==> config.mk <==
export PLATFORM = sky130hd
export DESIGN_NAME = left_to_right_integer_expression
export DESIGN_NICKNAME = d
export VERILOG_FILES = /design/src/ltrie_pkg.sv /design/src/ltrie_div.sv /design/src/ltrie_dp.sv /design/src/ltrie_ctrl.sv /design/src/left_to_right_integer_expression.sv
export SDC_FILE = /design/constraint.sdc
export NUM_CORES = 2
export LEC_CHECK = 0
export BUFFER_PORTS_ARGS = -buffer_cell sky130_fd_sc_hd__buf_2
export CAP_MARGIN = 30
export CORE_UTILIZATION = 50
export CTS_BUF_LIST = sky130_fd_sc_hd__clkbuf_16
export DETAILED_ROUTE_END_ITERATION = 16
export PLACE_DENSITY_LB_ADDON = 0.15
export REMOVE_ABC_BUFFERS = 1
export SKIP_CTS_REPAIR_TIMING = 1
export SYNTH_ARGS = -nofsm -noshare
export SYNTH_HDL_FRONTEND = slang
export SYNTH_HIERARCHICAL = 1
export SYNTH_SLANG_ARGS = --single-unit
==> constraint.sdc <==
create_clock -name clk_i -period 11.84 [get_ports clk_i]
set_input_delay 0.592 -clock clk_i [delete_from_list [all_inputs] [get_ports clk_i]]
set_output_delay 0.592 -clock clk_i [all_outputs]
set_load 0.02 [all_outputs]
==> src/ltrie_pkg.sv <==
// Shared types, codes and helpers of the left-to-right integer expression block.
package ltrie_pkg;

  localparam int unsigned DataW = 32;
  localparam int unsigned CharW = 8;
  localparam int unsigned ErrW  = 2;

  localparam logic [DataW-1:0] NumMax = 32'h7FFF_FFFF;

  localparam logic [CharW-1:0] ChPlus  = 8'h2B;
  localparam logic [CharW-1:0] ChMinus = 8'h2D;
  localparam logic [CharW-1:0] ChStar  = 8'h2A;
  localparam logic [CharW-1:0] ChSlash = 8'h2F;
  localparam logic [CharW-1:0] ChZero  = 8'h30;
  localparam logic [CharW-1:0] ChNine  = 8'h39;

  typedef enum logic [2:0] {
    OP_FIRST = 3'd0,
    OP_ADD   = 3'd1,
    OP_SUB   = 3'd2,
    OP_MUL   = 3'd3,
    OP_DIV   = 3'd4,
    OP_OTHER = 3'd5
  } ltrie_op_e;

  typedef enum logic [ErrW-1:0] {
    ERR_NONE      = 2'd0,
    ERR_MALFORMED = 2'd1,
    ERR_RANGE     = 2'd2,
    ERR_DIVZERO   = 2'd3
  } ltrie_err_e;

  typedef enum logic [2:0] {
    ST_IDLE,
    ST_DECODE,
    ST_FINAL,
    ST_APPLY,
    ST_MUL_WB,
    ST_DIV_WAIT,
    ST_DONE_APPLY,
    ST_FINISH
  } ltrie_state_e;

  // Commands from the controller to the datapath.
  typedef struct packed {
    logic latch;
    logic digit;
    logic err_malformed;
    logic apply_simple;
    logic mul_start;
    logic mul_wb;
    logic div_zero;
    logic div_start;
    logic div_wb;
    logic new_op;
    logic load_out;
  } ltrie_cmd_t;

  // Status from the datapath to the controller.
  typedef struct packed {
    logic      is_digit;
    logic      last;
    logic      in_number;
    logic      err_set;
    ltrie_op_e pend_op;
    logic      acc_zero;
    logic      div_done;
    logic      out_busy;
  } ltrie_status_t;

  function automatic ltrie_op_e op_code(input logic [CharW-1:0] ch);
    ltrie_op_e op;
    unique case (ch)
      ChPlus:  op = OP_ADD;
      ChMinus: op = OP_SUB;
      ChStar:  op = OP_MUL;
      ChSlash: op = OP_DIV;
      default: op = OP_OTHER;
    endcase
    return op;
  endfunction

endpackage

==> src/ltrie_div.sv <==
// Iterative signed-by-positive divider, one quotient bit per cycle.
module ltrie_div
  import ltrie_pkg::*;
(
  input  logic             clk_i,
  input  logic             rst_ni,
  input  logic             start_i,
  input  logic [DataW-1:0] dividend_i,
  input  logic [DataW-1:0] divisor_i,
  output logic             busy_o,
  output logic             done_o,
  output logic [DataW-1:0] quotient_o
);

  localparam int unsigned CntW = $clog2(DataW);
  localparam logic [CntW-1:0] CntLast = CntW'(DataW - 1);

  logic             busy_q, busy_d;
  logic             done_q, done_d;
  logic             neg_q, neg_d;
  logic [CntW-1:0]  cnt_q, cnt_d;
  logic [DataW-1:0] rem_q, rem_d;
  logic [DataW-1:0] quo_q, quo_d;
  logic [DataW-1:0] dsr_q, dsr_d;

  logic [DataW:0]   shifted;
  logic [DataW+1:0] diff;

  assign shifted = {rem_q, quo_q[DataW-1]};
  assign diff    = {1'b0, shifted} - {2'b00, dsr_q};

  always_comb begin
    busy_d = busy_q;
    done_d = 1'b0;
    neg_d  = neg_q;
    cnt_d  = cnt_q;
    rem_d  = rem_q;
    quo_d  = quo_q;
    dsr_d  = dsr_q;
    if (start_i) begin
      busy_d = 1'b1;
      neg_d  = dividend_i[DataW-1];
      cnt_d  = '0;
      rem_d  = '0;
      quo_d  = dividend_i[DataW-1] ? (~dividend_i + DataW'(1)) : dividend_i;
      dsr_d  = divisor_i;
    end else if (busy_q) begin
      // Restoring step: keep the difference when it does not borrow.
      if (!diff[DataW+1]) begin
        rem_d = diff[DataW-1:0];
      end else begin
        rem_d = shifted[DataW-1:0];
      end
      quo_d = {quo_q[DataW-2:0], ~diff[DataW+1]};
      cnt_d = cnt_q + CntW'(1);
      if (cnt_q == CntLast) begin
        busy_d = 1'b0;
        done_d = 1'b1;
      end
    end
  end

  always_ff @(posedge clk_i or negedge rst_ni) begin
    if (!rst_ni) begin
      busy_q <= 1'b0;
      done_q <= 1'b0;
      cnt_q  <= '0;
    end else begin
      busy_q <= busy_d;
      done_q <= done_d;
      cnt_q  <= cnt_d;
    end
  end

  always_ff @(posedge clk_i) begin
    neg_q <= neg_d;
    rem_q <= rem_d;
    quo_q <= quo_d;
    dsr_q <= dsr_d;
  end

  assign busy_o     = busy_q;
  assign done_o     = done_q;
  assign quotient_o = neg_q ? (~quo_q + DataW'(1)) : quo_q;

endmodule

==> src/ltrie_dp.sv <==
// Datapath: number builder, running value, multiplier, divider and output register.
module ltrie_dp
  import ltrie_pkg::*;
(
  input  logic             clk_i,
  input  logic             rst_ni,
  input  ltrie_cmd_t       cmd_i,
  output ltrie_status_t    status_o,
  input  logic [CharW-1:0] char_i,
  input  logic             last_i,
  output logic             out_valid_o,
  input  logic             out_ready_i,
  output logic [DataW-1:0] out_value_o,
  output logic [ErrW-1:0]  out_error_o,
  output logic             div_busy_o
);

  logic [CharW-1:0] ch_q;
  logic             last_q;
  logic [DataW-1:0] accum_q, accum_d;
  logic [DataW-1:0] rv_q, rv_d;
  logic [DataW-1:0] prod_q;
  ltrie_op_e        pend_q, pend_d;
  logic             innum_q, innum_d;
  ltrie_err_e       err_q, err_d;
  logic             ovalid_q, ovalid_d;
  logic [DataW-1:0] oval_q;
  ltrie_err_e       oerr_q;

  logic [CharW-1:0] digit_full;
  logic [3:0]       digit;
  logic [DataW+3:0] times_ten;
  logic             div_done;
  logic [DataW-1:0] quotient;

  assign digit_full = ch_q - ChZero;
  assign digit      = digit_full[3:0];
  assign times_ten  = {accum_q, 3'b000} + {2'b00, accum_q, 1'b0} + {{DataW{1'b0}}, digit};

  ltrie_div u_div (
    .clk_i      (clk_i),
    .rst_ni     (rst_ni),
    .start_i    (cmd_i.div_start),
    .dividend_i (rv_q),
    .divisor_i  (accum_q),
    .busy_o     (div_busy_o),
    .done_o     (div_done),
    .quotient_o (quotient)
  );

  always_comb begin
    accum_d = accum_q;
    rv_d    = rv_q;
    pend_d  = pend_q;
    innum_d = innum_q;
    err_d   = err_q;
    if (cmd_i.digit) begin
      if (!innum_q) begin
        accum_d = {{(DataW-4){1'b0}}, digit};
        innum_d = 1'b1;
      end else if (times_ten > {4'b0000, NumMax}) begin
        err_d = ERR_RANGE;
      end else begin
        accum_d = times_ten[DataW-1:0];
      end
    end
    if (cmd_i.err_malformed) begin
      err_d = ERR_MALFORMED;
    end
    if (cmd_i.div_zero) begin
      err_d = ERR_DIVZERO;
    end
    if (cmd_i.apply_simple) begin
      case (pend_q)
        OP_FIRST: rv_d = accum_q;
        OP_ADD:   rv_d = rv_q + accum_q;
        OP_SUB:   rv_d = rv_q - accum_q;
        default:  rv_d = rv_q;
      endcase
    end
    if (cmd_i.mul_wb) begin
      rv_d = prod_q;
    end
    if (cmd_i.div_wb) begin
      rv_d = quotient;
    end
    if (cmd_i.new_op) begin
      pend_d  = op_code(ch_q);
      innum_d = 1'b0;
      accum_d = '0;
    end
    if (cmd_i.load_out) begin
      // Clear all expression state for the next one.
      accum_d = '0;
      rv_d    = '0;
      pend_d  = OP_FIRST;
      innum_d = 1'b0;
      err_d   = ERR_NONE;
    end
  end

  always_comb begin
    ovalid_d = ovalid_q;
    if (cmd_i.load_out) begin
      ovalid_d = 1'b1;
    end else if (out_ready_i) begin
      ovalid_d = 1'b0;
    end
  end

  always_ff @(posedge clk_i or negedge rst_ni) begin
    if (!rst_ni) begin
      accum_q  <= '0;
      rv_q     <= '0;
      pend_q   <= OP_FIRST;
      innum_q  <= 1'b0;
      err_q    <= ERR_NONE;
      ovalid_q <= 1'b0;
    end else begin
      accum_q  <= accum_d;
      rv_q     <= rv_d;
      pend_q   <= pend_d;
      innum_q  <= innum_d;
      err_q    <= err_d;
      ovalid_q <= ovalid_d;
    end
  end

  always_ff @(posedge clk_i) begin
    if (cmd_i.latch) begin
      ch_q   <= char_i;
      last_q <= last_i;
    end
    if (cmd_i.mul_start) begin
      prod_q <= rv_q * accum_q;
    end
    if (cmd_i.load_out) begin
      oval_q <= (err_q == ERR_NONE) ? rv_q : '0;
      oerr_q <= err_q;
    end
  end

  always_comb begin
    status_o.is_digit  = (ch_q >= ChZero) && (ch_q <= ChNine);
    status_o.last      = last_q;
    status_o.in_number = innum_q;
    status_o.err_set   = (err_q != ERR_NONE);
    status_o.pend_op   = pend_q;
    status_o.acc_zero  = (accum_q == '0);
    status_o.div_done  = div_done;
    status_o.out_busy  = ovalid_q && !out_ready_i;
  end

  assign out_valid_o = ovalid_q;
  assign out_value_o = oval_q;
  assign out_error_o = oerr_q;

endmodule

==> src/ltrie_ctrl.sv <==
// Controller state machine: sequences each character through the datapath.
module ltrie_ctrl
  import ltrie_pkg::*;
(
  input  logic          clk_i,
  input  logic          rst_ni,
  input  logic          in_valid_i,
  output logic          in_ready_o,
  input  ltrie_status_t status_i,
  output ltrie_cmd_t    cmd_o
);

  ltrie_state_e state_q, state_d;
  logic         fin_q, fin_d;

  // Next state.
  always_comb begin
    state_d = state_q;
    fin_d   = fin_q;
    unique case (state_q)
      ST_IDLE: begin
        if (in_valid_i) begin
          state_d = ST_DECODE;
        end
      end
      ST_DECODE: begin
        if (status_i.err_set) begin
          state_d = status_i.last ? ST_FINISH : ST_IDLE;
        end else if (status_i.is_digit) begin
          state_d = status_i.last ? ST_FINAL : ST_IDLE;
        end else if (!status_i.in_number) begin
          state_d = status_i.last ? ST_FINISH : ST_IDLE;
        end else begin
          state_d = ST_APPLY;
          fin_d   = 1'b0;
        end
      end
      ST_FINAL: begin
        if (status_i.err_set || !status_i.in_number) begin
          state_d = ST_FINISH;
        end else begin
          state_d = ST_APPLY;
          fin_d   = 1'b1;
        end
      end
      ST_APPLY: begin
        if (status_i.pend_op == OP_MUL) begin
          state_d = ST_MUL_WB;
        end else if (status_i.pend_op == OP_DIV && !status_i.acc_zero) begin
          state_d = ST_DIV_WAIT;
        end else begin
          state_d = ST_DONE_APPLY;
        end
      end
      ST_MUL_WB: state_d = ST_DONE_APPLY;
      ST_DIV_WAIT: begin
        if (status_i.div_done) begin
          state_d = ST_DONE_APPLY;
        end
      end
      ST_DONE_APPLY: begin
        if (fin_q) begin
          state_d = ST_FINISH;
        end else begin
          state_d = status_i.last ? ST_FINAL : ST_IDLE;
        end
      end
      ST_FINISH: begin
        if (!status_i.out_busy) begin
          state_d = ST_IDLE;
        end
      end
      default: state_d = ST_IDLE;
    endcase
  end

  // Outputs.
  always_comb begin
    cmd_o      = '0;
    in_ready_o = 1'b0;
    unique case (state_q)
      ST_IDLE: begin
        in_ready_o  = 1'b1;
        cmd_o.latch = in_valid_i;
      end
      ST_DECODE: begin
        if (!status_i.err_set) begin
          if (status_i.is_digit) begin
            cmd_o.digit = 1'b1;
          end else if (!status_i.in_number) begin
            cmd_o.err_malformed = 1'b1;
          end
        end
      end
      ST_FINAL: begin
        if (!status_i.err_set && !status_i.in_number) begin
          cmd_o.err_malformed = 1'b1;
        end
      end
      ST_APPLY: begin
        if (status_i.pend_op == OP_MUL) begin
          cmd_o.mul_start = 1'b1;
        end else if (status_i.pend_op == OP_DIV) begin
          cmd_o.div_zero  = status_i.acc_zero;
          cmd_o.div_start = !status_i.acc_zero;
        end else begin
          cmd_o.apply_simple = 1'b1;
        end
      end
      ST_MUL_WB:   cmd_o.mul_wb = 1'b1;
      ST_DIV_WAIT: cmd_o.div_wb = status_i.div_done;
      ST_DONE_APPLY: cmd_o.new_op = !fin_q;
      ST_FINISH:   cmd_o.load_out = !status_i.out_busy;
      default: cmd_o = '0;
    endcase
  end

  always_ff @(posedge clk_i or negedge rst_ni) begin
    if (!rst_ni) begin
      state_q <= ST_IDLE;
      fin_q   <= 1'b0;
    end else begin
      state_q <= state_d;
      fin_q   <= fin_d;
    end
  end

endmodule

==> src/left_to_right_integer_expression.sv <==
// Sequencing: a digit beat passes through decode; an operator beat applying +, - or the
// first number goes through decode, apply and done-apply; * adds a multiply write-back
// and / a wait on the divider unless the divisor is zero. A last beat adds a final apply
// and a finish state, where the result is loaded once the output register is free.
// Throughput: one character at a time; input also waits while a finished result sits in
// a full output register. Reset (rst_ni low, async) clears the control and expression
// state and the output valid flag; the data registers are not reset.
module left_to_right_integer_expression
  import ltrie_pkg::*;
(
  input  logic             clk_i,
  input  logic             rst_ni,
  // Input beat: character
  input  logic             s_tvalid_i,
  output logic             s_tready_o,
  input  logic [CharW-1:0] s_tdata_i,   // [7:0] character
  input  logic             s_tlast_i,   // last_char
  // Result beat
  output logic             m_tvalid_o,
  input  logic             m_tready_i,
  output logic [DataW-1:0] m_tdata_o,   // [31:0] value
  output logic [ErrW-1:0]  m_tuser_o    // [1:0] error
);

  ltrie_cmd_t    cmd;
  ltrie_status_t status;
  logic          div_busy;

  // Controller: one character at a time through decode, apply and finish.
  ltrie_ctrl u_ctrl (
    .clk_i      (clk_i),
    .rst_ni     (rst_ni),
    .in_valid_i (s_tvalid_i),
    .in_ready_o (s_tready_o),
    .status_i   (status),
    .cmd_o      (cmd)
  );

  // Datapath: holds the expression state and the result register.
  ltrie_dp u_dp (
    .clk_i       (clk_i),
    .rst_ni      (rst_ni),
    .cmd_i       (cmd),
    .status_o    (status),
    .char_i      (s_tdata_i),
    .last_i      (s_tlast_i),
    .out_valid_o (m_tvalid_o),
    .out_ready_i (m_tready_i),
    .out_value_o (m_tdata_o),
    .out_error_o (m_tuser_o),
    .div_busy_o  (div_busy)
  );

`ifndef SYNTHESIS
  // A result with an error carries a zero value.
  assert property (@(posedge clk_i) disable iff (!rst_ni)
    (m_tvalid_o && (m_tuser_o != ERR_NONE)) |-> (m_tdata_o == '0))
    else $error("error result with nonzero value");

  // Never take a character while a division is running.
  assert property (@(posedge clk_i) disable iff (!rst_ni)
    s_tready_o |-> !div_busy)
    else $error("input ready during division");

  // Each accepted beat is processed before the next is taken.
  assert property (@(posedge clk_i) disable iff (!rst_ni)
    (s_tvalid_i && s_tready_o) |=> !s_tready_o)
    else $error("two beats accepted back to back");

  // A result is loaded only into a free output register.
  assert property (@(posedge clk_i) disable iff (!rst_ni)
    cmd.load_out |-> (!m_tvalid_o || m_tready_i))
    else $error("result overwrote pending output");
`endif

endmodule

After elaboration in Yosys (flattened, before gate mapping) --
Cells that the tools add are included.
Word-level totals: register bits after elaboration 254, input bits 13, logic and storage cells 166, output and inout port bits 36
Cells by class: add/sub/neg operators 9, multiply operators 1, eq/ne operators 24, bitwise operators 3, reduce and logical (&&, ||, !) cells 31, $lt $le $gt $ge 3, muxes and demuxes 75
Operators with widths (count):
- $mux W32 | 14
- $pmux W32 S3 | 1
- $add A32 B1 Y32 const B | 2
- $not A32 Y32 | 2
- $add A35 B33 Y36 | 1
- $add A36 B4 Y36 | 1
- $gt A36 B31 Y1 const B | 1
- $mux W3 | 12
- $sub A33 B32 Y34 | 1
- $add A32 B32 Y32 | 1
- $eq A8 B6 Y1 const B | 4
- $logic_not A32 Y1 | 1
- $mul A32 B32 Y32 | 1
- $sub A32 B32 Y32 | 1
- $mux W1 | 29
- $mux W2 | 13
- $pmux W3 S8 | 1
- $reduce_bool A4 Y1 | 4
- $eq A3 B3 Y1 const B | 5
- $eq A3 B2 Y1 const B | 4
- $pmux W3 S4 | 1
- $mux W5 | 2
- $ne A2 B2 Y1 const B | 5
- $reduce_bool A2 Y1 | 5
- other kinds (20) | 34

Logic depth before layout (Yosys ltp) --
depth in word-level cells 9, depth in mapped cells 30, depth with buffers taken out 27

By module --
The synthesis kept the hierarchy.
By module, submodules not included:
- ltrie_dp | area each 26086.3 sq um, instances 1, seq. area each 4028.9 sq um, cells each 2882
- ltrie_div | area each 7018.0 sq um, instances 1, seq. area each 2767.7 sq um, cells each 782
- ltrie_ctrl | area each 479.2 sq um, instances 1, seq. area each 100.1 sq um, cells each 63

Worst setup path before layout --
Ideal clock, no wire load.
path type register to register, start register u_dp.accum_q[6], end register u_dp.prod_q[31], data pin, arrival time 7.120 ns, data required time 11.580 ns, cell stages (with the launch flop) 28, path slack 4.460 ns, path buffers 3, cell sequence dfrtp_1 clkbuf_1 clkbuf_1 clkbuf_1 and2_1 fa_1 fa_1 fa_1 inv_1 fa_1 inv_1 fa_1 inv_1 fa_1 inv_1 fa_1 fa_1 ha_1 a21o_1 a211oi_1 o21ai_0 a21oi_1 a21boi_0 o21a_1 o21ai_0 nand3_1 a31oi_1 xnor2_1
On the way: word-level cells in the longest chain between the ends 1
RTL lines:
- from (decl) | line ltrie_dp.sv:20 | logic [DataW-1:0] accum_q, accum_d;
- from (signal assigned) | line ltrie_dp.sv:120 | accum_q <= accum_d;
- $mul A32 B32 Y32 | line ltrie_dp.sv:135 | prod_q <= rv_q * accum_q;
- to (signal assigned) | line ltrie_dp.sv:135
- to (decl) | line ltrie_dp.sv:22 | logic [DataW-1:0] prod_q;
Every way passes these cells. A chain may end at the register's enable or synchronous reset.

Worst setup path in the final report --
start register u_dp.accum_q[4], end register u_dp.prod_q[31], data pin
The elaborated chain is that of the path after synthesis.

==> qor.csv <==
stage,metric,value,unit
final_layout,layout.cells.non_filler,4582,
yosys,synth_area,33600,µm²
pwr,pwr_density_cell,149,nW/µm²
placement,hpwl,76.4,mm
yosys,synth-simple-area-share,17.5,%
timing,clock_skew,29.2,ps
final_layout,seq_area,6900,µm²
setup_path,worst_r2r_path_depth,26,
die,start_util,50.8,%
die,io_pins,49,
setup_path,crit_buf_inv,5,
job,maxCapViolations,0,
setup_path,reg2reg_to,u_dp/prod_q[31],
clock_tree,cts_tree,done,
setup_path,crit_family,adder cells,
placement,dp_cells,4519,
setup_path,slowest_delay,830,ps
yosys,synth_top_area_share,24.6,%
timing,hold_viol_final,0,
yosys,avgSynthCellArea,9.01,µm²
setup_path,crit_type,reg -> reg,
yosys,synthTopCellsByArea,"fa_1 25%, edfxtp_1 13%, ha_1 9.5%, dfrtp_1 6.1%, and2_1 5.7%",
yosys,yosysSeqAreaShare,20.5,%
route,ant_nets,0,
clock_tree,numCtsBuffers,34,
clock_tree,clockBufferDepth,3,
setup_path,r2r_start,u_dp/accum_q[4],
timing,slew_violations,0,
min_path,hold_path.class,in -> async,
die,rows,94,
timing,rsz0062_at_grt,false,
die,die_w,261,µm
setup_path,cp_slowest_cell,dfrtp_1,
yosys,synth_top_area_cell,fa_1,
setup_path,path_common_cell,fa_1,
die,die_y,261,µm
timing,relSlewSlack,34.8,%
yosys,synth_seq_cells,254,
yosys,synth_edf_count,140,
placement,place_ws,3820,ps
global_route,grt_pass1_wl,162,mm
die,dieArea,68200,µm²
placement,port_buffers,48,
timing,finalHoldWorstSlack,5.31,ps
global_route,grt_max_degree,81,
yosys,synthCells,3727,
clock_tree,clock-sinks,254,
setup_path,cp-end-kind,flop,
timing,fin_crit,8050,ps
final_layout,fin_nets,4371,
yosys,synth_compound_area_share,12.8,%
yosys,yosysWarnings,6,
yosys,yosysUniqueCellTypes,91,
global_route,overflow,0,
setup_path,critPathArrivalTime,8330,ps
setup_path,reg2reg_slack,3790,ps
route,drt_wl_total,104,mm
route,drt-pass1-iter-count,8,
setup_path,crit_path_end,u_dp/prod_q[31],
setup_path,critPathRequiredTime,12120,ps
route,viasPerCell,5.86,
global_route,grt_pass1_vias,26951,
status,status,"finished, final reports clean",
setup_path,path_depth,26,
route,drt-initial-drc-count,2464,
timing,worst_slew_pin_slew,978,ps
yosys,ys.flop_type,edfxtp_1,
route,wire_per_inst,22.7,µm
pwr,peakVddDrop,0.000209,V
yosys,post-synth-top-count-cell,inv_1,
global_route,grt_usage,31.5,%
final_layout,drive_above_1_share,6.43,%
placement,dpl_cell_area,34800,µm²
clock_tree,clock_insertion_delay_worst_skew,560,ps
final_layout,stdcell_area,36000,µm²
timing,setup_violations,0,
final_layout,multi_input_area,24100,µm²
pwr,power_leakage,16.3,nW
timing,tns,0,ps
final_layout,syn_to_final_growth,7.23,%
yosys,synth_top_family_by_area,adder cells,
die,coreArea,66100,µm²
yosys,synth_mux_area_share,0.637,%
timing,setup_ws,3790,ps
yosys,netlist_top_cells_count,"485 x inv_1, 439 x nand2_1, 412 x fa_1",
route,vias,26834,
timing,fmax,124,MHz
clock_tree,h-tree-depth,2,
final_layout,fill_cells,6123,
yosys,synth-adder-area-share,34.1,%
timing,fin_crit_sh,68.0,%
setup_path,cp_max_fo,19,
setup_path,worstSetupStartpointType,flop,
placement,gp_congestion,0.966,
yosys,async_flop_share,32.3,%
global_route,antenna_found_initial,3,
setup_path,crit_start,u_dp/accum_q[4],
clock_tree,clk_pin_slew,60,ps
route,drc,0,
yosys,synthXorXnorAreaFrac,6.73,%
clock_tree,cts_root_buf,clkbuf_16,
sequential cells by signal (all words and copies together) (netlist names), 3 cells and up:
signal	count
u_dp/accum_q	32
u_dp/ch_q	8
u_dp/u_div/cnt_q	5
u_dp/u_div/quo_q	32
u_dp/u_div/dsr_q	32
u_dp/u_div/rem_q	32
u_dp/rv_q	32
u_dp/pend_q	3
u_ctrl/state_q	3
u_dp/out_value_o	32
u_dp/prod_q	32
final cells by class:
type	count	area share, %
multi-input combinational	2783	66.9
sequential	254	19.2
inverter	486	5.07
tap	864	3.00
timing repair buffer	132	2.43
clock buffer	34	2.36
clock inverter	27	1.04
antenna	2	0.0139
layer usage:
| metal | GRT usage [%] | vias to the layer above | wire [µm] |
|---|---|---|---|
| li1 | - | 12190 | - |
| met1 | 43.8 | 13400 | 45000 |
| met2 | 50.2 | 1052 | 47500 |
| met3 | 5.08 | 192 | 8240 |
| met4 | 9.85 | 0 | 3400 |
| met5 | 0 | - | 0 |
placed cells by master, fill, tap and decap left out, types with 82 or more instances in the layout:
| cell type | synthesis | layout |
|---|---|---|
| a21oi_1 | 187 | 187 |
| and2_1 | 306 | 306 |
| buf_4 | 5 | 84 |
| dfrtp_1 | 82 | 82 |
| edfxtp_1 | 140 | 140 |
| fa_1 | 412 | 412 |
| ha_1 | 255 | 255 |
| inv_1 | 485 | 490 |
| nand2_1 | 439 | 439 |
| nor2_1 | 212 | 209 |
| o21ai_0 | 113 | 113 |
| xnor2_1 | 173 | 173 |
| xor2_1 | 85 | 85 |
stage by stage:
step                      util [%]  total power, mW
after floorplan                  -             3.17
after global placement        52.6             4.16
after detailed placement      52.6             4.16
after CTS                     54.5             5.32
after global routing          54.5             5.67
final                         54.5             5.37
cell families (layout without fill, tap and decap cells):
family,count (synthesis),after routing
compound gates,645,645
xor+xnor,258,258
fa+ha+maj,667,667
buf+inv,690,679
flops,254,254
mux,21,21
other cells,0,2
simple gates,1192,1192
worst register-to-register path: cells and delay by family, from the launching register on:
kind,cells,cell delay [ps]
xor gates and xnor gates,1,90
DFF,1,830
adders and majority gates,9,3660
AOI/OAI and AO/OA,6,1610
buffers and inverters,5,640
and+or+nand+nor,5,940
where the power goes:
group / internal [mW] / switching (mW)
registers: 1.09 / 0.229
clock network: 0.706 / 0.435
logic: 1.01 / 1.90
total: 2.81 / 2.56
worst min path at each step:
stage                 start                to  slack [ps]
4_1_cts              rst_ni  u_dp/accum_q[28]           5
6_report             rst_ni  u_dp/accum_q[28]           5
3_3_place_gp   u_dp/rv_q[6]      u_dp/rv_q[6]         470
2_1_floorplan        rst_ni      u_ctrl/fin_q         300
5_1_grt              rst_ni  u_dp/accum_q[28]          40
3_5_place_dp   u_dp/rv_q[6]      u_dp/rv_q[6]         470
Note: power is estimated with default switching activity, not from simulation.
